**config.mk**
```make
export PLATFORM = sky130hd
export DESIGN_NAME = czi_emit
export DESIGN_NICKNAME = d
export VERILOG_FILES = /design/src/rtl/czi_pkg.sv /design/src/rtl/czi_emit.sv
export SDC_FILE = /design/constraint.sdc
export NUM_CORES = 1
export LEC_CHECK = 0
export BUFFER_PORTS_ARGS = -buffer_cell sky130_fd_sc_hd__clkbuf_2
export CAP_MARGIN = 25
export CORE_UTILIZATION = 54
export DETAILED_ROUTE_END_ITERATION = 12
export GPL_TIMING_DRIVEN = 0
export PLACE_DENSITY = 0.79
export SLEW_MARGIN = 40
export SYNTH_ARGS = -nofsm -noshare
export SYNTH_HDL_FRONTEND = slang
export SYNTH_SLANG_ARGS = --single-unit
```
**constraint.sdc**
```tcl
create_clock -name clk -period 5.2 [get_ports clk]
set_input_delay 1.56 -clock clk [delete_from_list [all_inputs] [get_ports clk]]
set_output_delay 1.56 -clock clk [all_outputs]
set_load 0.03 [all_outputs]
```
**src/rtl/czi_pkg.sv**
```systemverilog
package czi_pkg;

  // Default sizes of the source line and of the crop window.
  localparam int MAX_WIDTH_DEF = 1024;
  localparam int MAX_SPAN_DEF  = 512;

  // Fixed field widths.
  localparam int PIX_W     = 8;
  localparam int POS_W     = 10;
  localparam int ROW_W     = 10;
  localparam int CFG_W     = 11;
  localparam int CFG_IDX_W = 2;
  localparam int NUM_SLOTS = 4;

  // Rows beyond this one are ignored until the next frame start.
  localparam logic [ROW_W-1:0] LAST_ROW = 10'd1023;

  // Configuration register indexes.
  typedef enum logic [CFG_IDX_W-1:0] {
    CFG_IMAGE_WIDTH = 2'd0,
    CFG_CROP_LEFT   = 2'd1,
    CFG_CROP_TOP    = 2'd2,
    CFG_WINDOW_SPAN = 2'd3
  } cfg_idx_t;

  // Result slots of one source pixel, in emission order.
  localparam logic [1:0] SLOT_DIAG = 2'd0;  // (2r-1, 2c-1)
  localparam logic [1:0] SLOT_VERT = 2'd1;  // (2r-1, 2c)
  localparam logic [1:0] SLOT_HORZ = 2'd2;  // (2r,   2c-1)
  localparam logic [1:0] SLOT_COPY = 2'd3;  // (2r,   2c)

  // A window pixel on its way from the front end to the result emitter.
  typedef struct packed {
    logic [PIX_W-1:0] value;
    logic [PIX_W-1:0] left;
    logic [POS_W-1:0] row2;
    logic [POS_W-1:0] col2;
    logic             has_up;
    logic             has_left;
  } czi_item_t;

  // Floor of the mean of two pixels.
  function automatic logic [PIX_W-1:0] avg2(input logic [PIX_W-1:0] a,
                                            input logic [PIX_W-1:0] b);
    logic [PIX_W:0] s;
    s = {1'b0, a} + {1'b0, b};
    return s[PIX_W:1];
  endfunction

endpackage

```
**src/rtl/czi_emit.sv**
```systemverilog
module czi_emit (
  input  logic                        clk,
  input  logic                        rst_n,
  input  logic                        item_valid,
  output logic                        item_ready,
  input  czi_pkg::czi_item_t          item,
  input  logic [czi_pkg::PIX_W-1:0]   above,
  output logic                        out_valid,
  input  logic                        out_ready,
  output logic [czi_pkg::POS_W-1:0]   out_row,
  output logic [czi_pkg::POS_W-1:0]   out_col,
  output logic [czi_pkg::PIX_W-1:0]   out_value,
  output logic                        out_last_of_run
);
  import czi_pkg::*;

  logic [NUM_SLOTS-1:0] mask_r, mask_nxt;
  logic [PIX_W-1:0]     val_r [NUM_SLOTS];
  logic [POS_W-1:0]     row2_r, col2_r;
  logic [PIX_W-1:0]     ul_r;
  logic                 one_left, free, load;
  logic [1:0]           sel;
  logic [PIX_W-1:0]     low_mid, up_mid;

  // The run finishes when at most one result is pending and it is taken.
  assign one_left   = ((mask_r & (mask_r - NUM_SLOTS'(1))) == '0);
  assign free       = (mask_r == '0) || (one_left && out_ready);
  assign item_ready = free;
  assign load       = item_valid && free;

  assign low_mid = avg2(item.left, item.value);
  assign up_mid  = avg2(ul_r, above);

  always_comb begin
    mask_nxt = mask_r;
    if (load) begin
      mask_nxt            = '0;
      mask_nxt[SLOT_DIAG] = item.has_up && item.has_left;
      mask_nxt[SLOT_VERT] = item.has_up;
      mask_nxt[SLOT_HORZ] = item.has_left;
      mask_nxt[SLOT_COPY] = 1'b1;
    end else if (out_valid && out_ready) begin
      mask_nxt = mask_r & (mask_r - NUM_SLOTS'(1));
    end
  end

  always_ff @(posedge clk) begin
    if (!rst_n) begin
      mask_r <= '0;
      ul_r   <= '0;
    end else begin
      mask_r <= mask_nxt;
      if (load) begin
        ul_r <= above;
      end
    end
  end

  // Result values of the whole run, computed when the pixel arrives.
  always_ff @(posedge clk) begin
    if (load) begin
      val_r[SLOT_DIAG] <= avg2(up_mid, low_mid);
      val_r[SLOT_VERT] <= avg2(above, item.value);
      val_r[SLOT_HORZ] <= low_mid;
      val_r[SLOT_COPY] <= item.value;
      row2_r           <= item.row2;
      col2_r           <= item.col2;
    end
  end

  // Lowest pending slot goes out first.
  always_comb begin
    if (mask_r[SLOT_DIAG]) begin
      sel = SLOT_DIAG;
    end else if (mask_r[SLOT_VERT]) begin
      sel = SLOT_VERT;
    end else if (mask_r[SLOT_HORZ]) begin
      sel = SLOT_HORZ;
    end else begin
      sel = SLOT_COPY;
    end
  end

  assign out_valid       = (mask_r != '0);
  assign out_last_of_run = one_left;
  assign out_value       = val_r[sel];
  assign out_row = (sel == SLOT_DIAG || sel == SLOT_VERT) ? row2_r - POS_W'(1) : row2_r;
  assign out_col = (sel == SLOT_DIAG || sel == SLOT_HORZ) ? col2_r - POS_W'(1) : col2_r;
endmodule

```
# == After elaboration in Yosys (flattened, before gate mapping) ==
# Memory sizes are Yosys's and may differ from the RTL's.
# Cells that the tools add are included.
# classes
n_mul,0
add_sub_neg,7
n_eq_ne,2
n_mux,9
magnitude_cmp,0
reduce_logical,12
n_shift,0
div_mod_pow,0
bitwise_logic,1
# op_table
cell,count
8-bit by 8-bit adder with 9-bit output,4
10-bit two-way mux,2
10-bit by 1-bit subtractor with 10-bit output (second input constant),2
4-bit zero test,2
4-bit two-way mux,2
4-bit bitwise AND,1
1-bit logical AND,4
2-bit two-way mux,2
4-bit nonzero test,1
4-bit by 1-bit subtractor with 4-bit output (second input constant),1
1-bit logical OR,3
1-bit two-way mux,3
2-bit by 1-bit == test with 1-bit output (second input constant),1
2-bit == test (second input constant),1
2-bit zero test,1
2-bit nonzero test,1
# totals
output_inout_bits,31
latchBits,0
rom_bits,0
memories,1
regBits,32
word_cells,36
ram_bits,32
# mem_list
memory,words,width,rd,rd_clocked_by_memory_dff,wr,line,text
val_r,4,8,1,0,4,czi_emit.sv:18,logic [PIX_W-1:0] val_r [NUM_SLOTS];

# == Longest topological paths before layout ==
# logic_depth
ltp_word,8
depth_mapped,13
depth_no_buf,13

# == Least setup slack after synthesis ==
# Ideal clock, no wire load.
# synth_path
path_kind,input-to-reg
from,input port item[22] (netlist bit)
to,"memory val_r[0][6], data pin"
t_required_ns,5.065
slack_ns,1.038
path_buffers,0
cell_stages,12
t_arrival_ns,4.028
path_cell_list,and2_1 -> fa_1 -> xnor2_1 -> inv_1 -> ha_1 -> and3b_1 -> o21ai_1 -> nand2b_1 -> a21o_1 -> maj3_2 -> or4_1 -> nand3_1
# synth_rtl
item,line,text
start: declaration,czi_emit.sv:6,"input czi_pkg::czi_item_t item,"
end: declaration,czi_emit.sv:18,

# == Final worst setup path ==
# layout_path
from,input port out_ready
to,output port item_ready
# layout_between
elab_chain_cells,2
# layout_rtl
item,line,text
start: declaration,czi_emit.sv:9,"input logic out_ready,"
1-bit logical AND,czi_emit.sv:27,assign free = (mask_r == '0) || (one_left && out_ready);
1-bit logical OR,czi_emit.sv:27,
end: declaration,czi_emit.sv:5,"output logic item_ready,"
# No other way between the ends.

==> implementation parameters <==
Parameter                              Value

Run status
  Run status    finished, final reports clean

Placed design
  Number of input and output port buffers inserted    80
  Cell count after placement    550
  HPWL after detailed placement    ~6000 um
  RD Place Congestion    0.830

Detailed routing
  Via/cell ratio    5.43
  Starting DRC count in detailed routing    130
  Total detailed-routing wirelength    8070 um
  Count of nets left with antenna violations after detail routing    0
  Post-DR wirelength/cell    ~14 um
  Number of vias after detailed routing    just over 3k
  First drt pass iteration count    4
  DRC violation count after routing    0

Synth
  Syn avg cell area    10.5 sq um
  Top cells by instance count after synthesis    edfxtp_1 (52), nor2_1 (41), nand2_1 (36)
  Most instantiated library cell after synthesis    edfxtp_1
  Top cell type by total area after synthesis    edfxtp_1
  Post-synthesis cell type count    55
  Synthesis warning total    0
  Flop and latch count out of synthesis    between 60 and 70
  Most frequently used flop master after synthesis    edfxtp_1
  Share of the synthesized area in the top cell type    39.8%
  Synthesized netlist net count    around 460
  Number of synthesized flops with an enable pin    between 50 and 60
  Sequential cell area fraction in the yosys report    45.9%
  Cell area after technology mapping    between 3000 and 4000 sq um
  Instance count of the mapped netlist    374
  Async set-or-reset flop fraction in the synthesized netlist    0%
  Synth top area cells    edfxtp_1 (40%), ha_1 (8.9%), dfxtp_1 (6.1%)

Timing
  Setup skew after layout    a little over 8 ps
  Max Slew Vio Count    0
  Unrepaired setup endpoints after global routing    false
  Max Clock Freq    0.231 GHz
  Minimum clock period after layout    4340 ps
  Portion of the clock cycle consumed by the worst path in the final layout    83.4%
  Count of final hold-check violations    0
  Worst slew pin tran    between 700 and 800 ps
  Max_slew headroom    49.5%
  Total negative slack    0 ps
  Setup violators final    0

GRT
  Number of global-route vias before repair    between 2k and 3k
  Tot GR Track Use    a little under a quarter
  Wire length of the first global-routing pass    13400 um
  Antenna violations before repair    0
  Pin count of the biggest net entering global routing    62
  Total global routing overflow    0

Cells and area
  Number of standard cells in the final layout excluding fillers    565
  Diodes inserted    0
  Fill cell instance count of the final layout    550
  # nets final    about 550
  Fraction of final layout cells sized beyond drive strength 1    roughly a quarter
  Layout area overhead    17.5%

Clock network
  Clock Root Buffer    clkbuf_8
  Clock tree from TritonCTS    yes
  Clock transition time at the flip-flop clock pins of the worst setup and hold paths    70 ps
  Maximum root-to-sink buffer count    2
  Number of sinks handled by clock tree synthesis    64
  Hold-fix buffers, CTS    0
  Post-CTS Repair Setup Buffers    0
  Depth of the CTS H-tree    3
  Total clock buffers created by CTS    9
  Clock Latency Late Sink    340 ps
  Post-CTS Resized    0

Die
  Die X    87.2 um
  Core Footprint    6910 sq um
  I/O pins    81
  Floorplan row count    30
  Starting density of the core    56.8%
  Die H    87.2 um
  DIE AREA    7610 sq um

Flow run
  Max-cap check violation count    0

Setup path
  Top fanout value on the critical path    3
  Endpoint kind of the worst setup timing path    primary output
  Cells along the critical path    clkbuf_2 > inv_1 > maj3_2 > o22a_1 > o32ai_2 > clkbuf_2
  Startpoint kind of the worst setup timing path    primary input
  Slowest stage cell, crit path    maj3_2
  Critical path's largest stage delay    300 ps
  Arrival time at the worst endpoint    2780 ps
  Category of the critical setup timing path    primary input to primary output
  Crit-path most repeated cell    clkbuf_2
  Required @ worst endpoint    approximately 3600 ps

Power and ir drop
  Power Dens Cells    326 nW/um^2
  Leakage power figure    1.96 nW
  Worst voltage drop across the vdd grid    around 0.17 mV

Min path
  Worst min-delay path class    register to register
[per-stage QoR]
stage               hold WS (ps)  cell area, sq um  power, W  utilization (%)  setup WS [ps]
global route                 485              4610   0.00159             66.7            750
floorplan                    439              3920   0.00102                -           1040
detailed placement           452              4440   0.00114             64.3            714
finish                       457              4610   0.00150             66.7            862
CTS                          461              4610   0.00151             66.7            857
global placement             445              4440   0.00112             64.3            741
[placed cells by master (no fill, tap or decap), types with 3 or more instances in the layout]
master / Yosys / layout
nand3_1: 6 / 6
clkbuf_8: 0 / 10
clkinv_2: 0 / 3
xor2_1: 10 / 10
ha_1: 28 / 28
xnor2_1: 25 / 25
a21o_1: 4 / 4
o21ai_0: 11 / 11
nor2_1: 41 / 41
o22ai_1: 9 / 9
edfxtp_1: 52 / 52
o21ai_1: 4 / 4
nand2_1: 36 / 36
clkbuf_1: 4 / 5
nand2b_1: 9 / 9
inv_1: 19 / 19
nor2b_1: 5 / 5
and3_1: 3 / 3
nor3_1: 7 / 7
fa_1: 4 / 4
nor4_1: 9 / 9
a21oi_1: 19 / 19
a21boi_1: 9 / 9
o21a_1: 4 / 4
a211oi_2: 3 / 3
dfxtp_1: 12 / 12
clkbuf_2: 0 / 80
[kinds of logic (layout without fill, tap and decap cells)]
family	after synthesis	after routing	share of synthesized area [%]
AOI/OAI and AO/OA	85	85	16.5
xor gates and xnor gates	35	35	7.82
buffers and inverters	29	124	2.94
adders and majority gates	36	36	12.1
DFF	64	64	45.9
and+or+nand+nor	125	125	14.7
[layer usage]
layer	up-vias	routed length, um	track usage (%)
li1	1534	-	-
met4	0	119	8.49
met2	114	3720	39.1
met5	-	0	0
met3	12	586	5.12
met1	1410	3650	29.6
[power by group]
group	internal, W	total [W]	leakage, nW	switching, W
combinational	0.000183	0.000464	1.28	0.000281
sequential	0.000642	0.000668	0.599	0.0000263
clock	0.000181	0.000371	0.0850	0.000190
[worst max-delay path: cells and delay by family]
kind,cells,cell delay [ps]
adder cells (fa/ha/maj),1,300
buffers and inverters,3,460
AO/OA/AOI/OAI,2,450
[final cells by class]
class	instances	area [sq um]	share of cell area, %
multi-input combinational	281	2000	43.5
sequential	64	1800	39.1
timing repair buffer	80	400	8.69
clock buffer	11	141	3.07
tap	96	120	2.61
inverter	21	78.8	1.71
buffer	8	36.3	0.788
clock inverter	4	22.5	0.489
[state kept, by name, indices dropped and copies added, names as in the netlist]
signal,count
mask_r,4
val_r,32
col2_r,10
row2_r,10
ul_r,8
[final timing paths]
| path | startpoint | to | slack (ps) | cells after the start |
|---|---|---|---|---|
| max reg2reg | ul_r[0] | val_r[0][6] | 2220 | 11 |
| min reg2reg | ul_r[4] | ul_r[4] | 460 | 2 |
| min | ul_r[4] | ul_r[4] | 460 | 2 |
| max | out_ready | item_ready | 860 | 6 |
No activity file was read; power rests on OpenSTA's default activity.
